`config.mk`:
```
export PLATFORM = sky130hd
export DESIGN_NAME = apc_ctrl
export DESIGN_NICKNAME = d
export VERILOG_FILES = /design/src/rtl/apc_pkg.sv /design/src/rtl/apc_ctrl.sv
export SDC_FILE = /design/constraint.sdc
export NUM_CORES = 1
export LEC_CHECK = 0
export BUFFER_PORTS_ARGS = -buffer_cell sky130_fd_sc_hd__buf_4
export CAP_MARGIN = 40
export CORE_MARGIN = 8
export CORE_UTILIZATION = 50
export DETAILED_ROUTE_END_ITERATION = 8
export GPL_TIMING_DRIVEN = 0
export PLACE_DENSITY = 0.85
export SLEW_MARGIN = 20
export SYNTH_ARGS = -nofsm -noshare
export SYNTH_HDL_FRONTEND = slang
export SYNTH_SLANG_ARGS = --single-unit
```
`constraint.sdc`:
```
create_clock -name i_clk -period 1.7 [get_ports i_clk]
set_input_delay 0.17 -clock i_clk [delete_from_list [all_inputs] [get_ports i_clk]]
set_output_delay 0.17 -clock i_clk [all_outputs]
set_load 0.05 [all_outputs]
```
`src/rtl/apc_pkg.sv`:
```
// shared types, constants and tables for the peak compressor
package apc_pkg;

    localparam int SAMPLE_BITS = 24;
    localparam int SW = SAMPLE_BITS;

    localparam logic [2:0] REG_THR = 3'd0;
    localparam logic [2:0] REG_RATIO = 3'd1;
    localparam logic [2:0] REG_ATK = 3'd2;
    localparam logic [2:0] REG_REL = 3'd3;
    localparam logic [2:0] REG_MAKEUP = 3'd4;
    localparam logic [2:0] REG_DRYWET = 3'd5;

    // datapath operation selected by the sequencer
    typedef enum logic [4:0] {
        OP_GLIDE = 5'd0,   // threshold and ratio glide
        OP_ENV   = 5'd1,   // envelope update
        OP_LOGN  = 5'd2,   // log2 normalize
        OP_LSQ   = 5'd3,   // one squaring step of log2
        OP_DB    = 5'd4,   // log2 to dB, compare threshold
        OP_SLDIV = 5'd5,   // one slope quotient bit
        OP_RED   = 5'd6,   // dB reduction
        OP_EXPN  = 5'd7,   // exponent, split n and f
        OP_EXPM  = 5'd8,   // one exp2 table multiply
        OP_GAIN  = 5'd9,   // shift, glide gain
        OP_WET1  = 5'd10,  // x times gain
        OP_WET2  = 5'd11,  // times makeup
        OP_MIX   = 5'd12   // dry/wet mix, saturate
    } t_op;

    typedef struct packed {
        logic start;
        t_op  op;
        logic [3:0] step;
    } t_cmd;

    typedef struct packed {
        logic unity;   // target gain is 1.0, skip
    } t_stat;

    function automatic logic [31:0] exp2_tab(input logic [3:0] i);
        logic [31:0] v;
        case (i)
            4'd0: v = 32'd1518500250;
            4'd1: v = 32'd1276901417;
            4'd2: v = 32'd1170923762;
            4'd3: v = 32'd1121280435;
            4'd4: v = 32'd1097253708;
            4'd5: v = 32'd1085434106;
            4'd6: v = 32'd1079572136;
            4'd7: v = 32'd1076653033;
            4'd8: v = 32'd1075196443;
            4'd9: v = 32'd1074468887;
            4'd10: v = 32'd1074105294;
            4'd11: v = 32'd1073923544;
            default: v = 32'd1073741824;
        endcase
        return v;
    endfunction

    // round to nearest, ties away from zero, arithmetic shift by s
    function automatic logic signed [63:0] rsh(input logic signed [63:0] v,
                                               input int s);
        logic [63:0] mag;
        logic [63:0] r;
        mag = v[63] ? 64'(-v) : 64'(v);
        r = (mag + (64'd1 << (s - 1))) >> s;
        return v[63] ? -$signed(r) : $signed(r);
    endfunction

endpackage

```
`src/rtl/apc_ctrl.sv`:
```
// sequencer for the compressor datapath
module apc_ctrl (
    input  logic                i_clk,
    input  logic                i_rst_n,
    input  logic                i_in_valid,
    output logic                o_in_ready,
    output logic                o_out_valid,
    input  logic                i_out_ready,
    input  logic                i_buffer_start,
    input  apc_pkg::t_stat      i_stat,
    output apc_pkg::t_cmd       o_cmd
);
    typedef enum logic [6:0] {
        S_IDLE = 7'b0000001,
        S_PRE  = 7'b0000010,
        S_LOG  = 7'b0000100,
        S_DIV  = 7'b0001000,
        S_EXP  = 7'b0010000,
        S_POST = 7'b0100000,
        S_OUT  = 7'b1000000
    } t_state;

    t_state r_state, n_state;
    logic [4:0] r_cnt, n_cnt;
    logic r_bs, n_bs;

    // output stage is a register; a new beat is taken once the old one is gone
    assign o_in_ready  = (r_state == S_IDLE);
    assign o_out_valid = (r_state == S_OUT);

    always_comb begin
        n_state = r_state;
        n_cnt = r_cnt + 5'd1;
        n_bs = r_bs;
        o_cmd.start = 1'b0;
        o_cmd.op = apc_pkg::OP_ENV;
        o_cmd.step = r_cnt[3:0];
        unique case (r_state)
            S_IDLE: begin
                n_cnt = '0;
                // idle command leaves all datapath state untouched but the sample, which start loads
                o_cmd.op = apc_pkg::OP_MIX;
                o_cmd.step = '1;
                o_cmd.start = i_in_valid;
                if (i_in_valid) begin
                    n_bs = i_buffer_start;
                    n_state = S_PRE;
                end
            end
            S_PRE: begin
                // cnt 0 glide on buffer start (else env, then skip to 2), 1 env, 2 log normalize
                case (r_cnt)
                    5'd0: o_cmd.op = r_bs ? apc_pkg::OP_GLIDE : apc_pkg::OP_ENV;
                    5'd1: o_cmd.op = apc_pkg::OP_ENV;
                    default: o_cmd.op = apc_pkg::OP_LOGN;
                endcase
                if (r_cnt == 5'd0 && !r_bs) n_cnt = 5'd2;
                if (r_cnt == 5'd2) begin
                    n_cnt = '0;
                    n_state = S_LOG;
                end
            end
            S_LOG: begin
                o_cmd.op = (r_cnt == 5'd16) ? apc_pkg::OP_DB : apc_pkg::OP_LSQ;
                if (r_cnt == 5'd16) begin
                    n_cnt = '0;
                    n_state = S_DIV;
                end
            end
            S_DIV: begin
                o_cmd.op = (r_cnt == 5'd17) ? apc_pkg::OP_EXPN :
                           (r_cnt == 5'd16) ? apc_pkg::OP_RED : apc_pkg::OP_SLDIV;
                if (r_cnt == 5'd0 && i_stat.unity) begin
                    o_cmd.op = apc_pkg::OP_GAIN;
                    n_cnt = 5'd1;
                    n_state = S_POST;
                end else if (r_cnt == 5'd17) begin
                    n_cnt = '0;
                    n_state = S_EXP;
                end
            end
            S_EXP: begin
                o_cmd.op = apc_pkg::OP_EXPM;
                if (r_cnt == 5'd11) begin
                    n_cnt = '0;
                    n_state = S_POST;
                end
            end
            S_POST: begin
                case (r_cnt)
                    5'd0: o_cmd.op = apc_pkg::OP_GAIN;
                    5'd1: o_cmd.op = apc_pkg::OP_WET1;
                    5'd2: o_cmd.op = apc_pkg::OP_WET2;
                    default: o_cmd.op = apc_pkg::OP_MIX;
                endcase
                if (r_cnt == 5'd3) n_state = S_OUT;
            end
            S_OUT: begin
                o_cmd.op = apc_pkg::OP_MIX;
                o_cmd.step = '1;
                if (i_out_ready) n_state = S_IDLE;
            end
            default: n_state = S_IDLE;
        endcase
    end

    always_ff @(posedge i_clk) begin
        if (!i_rst_n) begin
            r_state <= S_IDLE;
            r_cnt <= '0;
            r_bs <= 1'b0;
        end else begin
            r_state <= n_state;
            r_cnt <= n_cnt;
            r_bs <= n_bs;
        end
    end

    a_ready_idle: assert property (@(posedge i_clk) disable iff (!i_rst_n)
        o_in_ready |-> !o_out_valid) else $error("ready while result held");
    a_take: assert property (@(posedge i_clk) disable iff (!i_rst_n)
        (i_in_valid && o_in_ready) |=> !o_in_ready) else $error("second beat taken");
    a_out_hold: assert property (@(posedge i_clk) disable iff (!i_rst_n)
        (o_out_valid && !i_out_ready) |=> o_out_valid) else $error("result dropped");
endmodule

```
# Yosys cells after proc, flatten, opt, wreduce, memory -nomap -nowiden
# Cells that the tools add are included.
# W data, S select, Z words.
# op_classes
reduce_logical	7
muxes	26
n_addsub	1
n_eq_ne	20
# ops
op	count
$mux W7	8
$pmux W7 S7	1
$mux W5	6
$pmux W5 S6	1
$pmux W5 S5	1
$eq A5 B2 Y1 const B	2
$eq A5 B5 Y1 const B	2
$ne A2 B2 Y1 const B	5
$pmux W3 S3	1
$mux W4	2
$eq A7 B1 Y1 const B	1
$eq A7 B2 Y1 const B	1
$eq A7 B3 Y1 const B	1
$eq A7 B4 Y1 const B	1
$eq A7 B5 Y1 const B	1
$eq A7 B6 Y1 const B	1
$eq A7 B7 Y1 const B	1
$reduce_and A7 Y1	1
$add A5 B1 Y5 const B	1
$eq A5 B1 Y1 const B	1
$eq A5 B4 Y1 const B	1
$logic_not A5 Y1	1
$mux W2	2
$pmux W2 S2	1
other kinds (8)	10
# totals
register_bits	13
out_inout_bits	12
input_bits	6
wordCells	57

# Longest topological paths before layout
# logic_depth
word_depth	5
ltp_mapped	7

# Least setup slack after synthesis
# Ideal clock, no wire load.
# synth_path
path_type	reg2out
from	register r_state[2]
to	output o_cmd[9] in the netlist's numbering
path_buffers	1
stages_incl_launch_ff	6
setup_slack_ns	-0.144
required_time_ns	1.530
t_arrival_ns	1.674
path_cell_list	dfxtp_1 -> buf_2 -> nor3_2 -> and3_1 -> nand2_1 -> inv_1
# synth_lines
element	line_no	rtl
start, declared	apc_ctrl.sv:23	t_state r_state, n_state;
start signal, assigned	apc_ctrl.sv:113	r_state <= n_state;
end, declared	apc_ctrl.sv:11	output apc_pkg::t_cmd o_cmd

==> key figures <==
Outcome
  – Status: complete, but fails checks
  – Failing checks: setup timing

Clock tree
  – TritonCTS buffer count: 3
  – Worst-path clk slew: 100 ps
  – Clock tree from TritonCTS: yes
  – Root Driver: clkbuf_4
  – H-tree levels: 1
  – Clock Latency Late Sink: 300 ps
  – CTS sink count: 13
  – CTS max path bufs: 2

Floorplanning
  – Initial core utilization: 53.1%
  – Die Y: about 65 um
  – Core area: 2230 um2
  – # rows: 17
  – Die ar.: 4180 um2
  – Width of the die: about 65 um
  – I/O pins: 18

Yosys
  – Synthesized area per cell: 8.12 um2
  – Cell variety after synth: 51
  – Largest family of logic cells by synthesized area: simple AND/OR/NAND/NOR gates
  – Yosys warns: 0
  – Synth Area in Adders: about 4.2%
  – Sequential area share after synthesis: between 20% and 30%
  – Post-Synth XOR/XNOR Area: 2.22%
  – Synth Area in Simple Gates: 40.7%
  – Yosys reg bits: 13
  – Ys async rst share: 0%
  – Post-synthesis compound-gate area fraction: 24.4%
  – Most used flip-flop cell after synthesis: dfxtp_1
  – Multiplexer area fraction after synthesis: 0%
  – EDFF count, synth: 0
  – Mapped Cells: 146
  – Post-synthesis net count: 156
  – Post-synthesis instance area: 1180 um2

Placed design
  – Count of port buffers added during placement: 16
  – Half-perimeter wire length after placement: 2460 um
  – GPL Wtd Cong: 0.952
  – Dpl ws: -339 ps

Finish
  – Final nets: 213
  – Fillcell total: 103
  – Multi-input logic area: 1060 um2
  – Share of cells above drive strength 1: roughly 61%
  – Post-Route Utilization: 88.1%
  – # diodes: 0
  – Area growth, synth to finish: 66.1%
  – FF+latch area: 289 um2

Run
  – Max Cap Viol: 0

Setup path
  – Critical path arrival: about 2000 ps
  – CP Buf/Inv Count: 2
  – Slowest CP cell: dfxtp_4
  – Delay-heaviest family, CP: simple AND/OR/NAND/NOR gates
  – Max incr delay on CP: between 300 and 400 ps
  – Worst-path fanout max: 6
  – Critical path type: register to primary output
  – CP Cell Sequence: inv_4 -> ha_1 -> nand3_1 -> nand2_1 -> nand2_1 -> nand4_1 -> buf_6
  – Worst Setup Start Kind: register
  – Critical Path End Type: primary output
  – Crit path required time: roughly 1500 ps
  – Most used cell, CP: nand2_1

STA
  – Max Fclk: 459 MHz
  – Final period util: 128%
  – Final Max Slew Viols: 0
  – Unrepaired setup endpoints after global routing: true
  – Final hold vios: 0
  – Tmin final: 2180 ps
  – Clock Skew: 5.19 ps
  – # setup viols final: 20
  – Final setup margin: -479 ps

Drt
  – Drt pass-1 iters: 7
  – # DRC: 0
  – Iter 0 DRT Violations: 196
  – Routed len/inst: ~24 um
  – Vias post-DR: ~1,600
  – Routed Antenna Nets: 0
  – DR vias/cell: 6.81
  – Final wirelength: 5440 um

Power
  – Clock share of power: 15.6%
  – Combinational power share: 59.6%
  – Switching pwr: 0.634 mW
  – Peak supply drop: 0.000830 V
  – Switching share of power: between 40 and 50%
  – Sequential Power Share: 24.8%
  – Design internal power: 0.772 mW
  – Static leakage: 0.801 nW
  – PwrDens: 714 nW/um2

Global route
  – Number of global-route vias before repair: ~1,400
  – Initial antenna violation count: 0
  – GRT Util Overall: 20.1%
  – Largest net degree at the start of global routing: 11
  – Gr ovfl total: 0
  – First-pass GRT wire length: between 6000 and 7000 um

Worst hold path
  – Hold crit path type: primary input to register
[synth_stat cells, types with 3 or more instances]
library cell | count | area share, %
nand4_1 | 5 | 2.6
or3_1 | 3 | 1.6
nand3_1 | 9 | 3.8
nand2_1 | 15 | 4.8
a21oi_1 | 7 | 3.0
o22ai_1 | 3 | 1.6
dfxtp_1 | 13 | 22
buf_4 | 3 | 1.9
inv_1 | 5 | 1.6
nor2b_1 | 4 | 2.1
or2_1 | 3 | 1.6
ha_1 | 4 | 4.2
nor2_1 | 7 | 2.2
and3_1 | 6 | 3.2
o21ai_0 | 9 | 3.8
nand2b_1 | 8 | 4.2
[through the flow]
stage	instances	hold WS (ps)	TNS (ps)	area (um2)	total power, mW
after floorplan	146	309	-7.85	1190	0.746
after global placement	190	444	-2920	1350	0.884
after detailed placement	190	447	-3470	1350	0.896
after CTS	212	137	-2300	1750	1.24
after global routing	230	171	-5910	1970	1.44
final	230	147	-5410	1970	1.41
[path summary, 6_finish.rpt]
kind | from | to | slack [ps] | cells past startpoint
worst max-delay path | r_cnt[1] | o_cmd[5] | -480 | 7
worst min-delay path | i_buffer_start | r_bs | 150 | 3
worst max register to register | r_cnt[1] | r_state[5] | -350 | 7
worst min register to register | r_bs | r_bs | 510 | 2
[metal layers]
metal	GRT usage, %	part of all wire, %	vias to the layer above
li1	-	-	656
met1	24.6	39	733
met2	33.7	47	145
met3	3.78	10	32
met4	8.17	4.6	0
met5	0	0	-
[power by group through the flow]
stage	registers, mW	clock network, mW	logic, mW
finish	0.348	0.219	0.838
CTS	0.348	0.211	0.686
global placement	0.350	0	0.533
floorplan	0.345	0	0.401
global route	0.350	0.223	0.863
detailed placement	0.351	0	0.545
[cells by family (layout without fill, tap and decap cells)]
family          after synthesis  in the layout
buf+inv                      12             68
flops                        13             13
fa+ha+maj                     4              4
simple gates                 77             77
compound gates               36             36
other cells                   1              1
xor+xnor                      3              3
[final cells by class]
cell class	instances	area share, %
Inverter	5	1.21
Sequential cell	13	14.7
Clock buffer	4	1.34
Timing Repair Buffer	54	24.7
Multi-Input combinational cell	121	54.1
Buffer	5	2.16
Tap cell	28	1.78
[worst min-delay path, stage by stage]
cell	delay, ps
buf_4	110
nand3_1	60
a21oi_1	70
[flip-flops by register name, summed over array words and instances (netlist names)]
name,cells
r_bs,1
r_cnt,5
r_state,7
[what timing repair did]
item / in CTS / in global routing
gates resized for setup: 59 / 29
pin swaps: 15 / 22
setup endpoints to repair: 21 / 20
hold buffers: 0 / 0
setup buffers: 19 / 19
[placed cells by master (no fill, tap or decap), types with 3 or more instances in the layout]
master    instances
o21ai_2           4
or2_1             3
nor3_4            3
nor2_1            4
nand4_1           5
dfxtp_4           7
nand2b_1          7
nand2_1          11
nand3_1           7
and3_1            4
o21ai_0           5
clkbuf_4          3
nand2_2           3
and3_4            3
buf_6            17
or3_1             3
buf_4            37
ha_4              3
dfxtp_1           4
a21oi_1           6
Power figures use the tool's default switching activity.
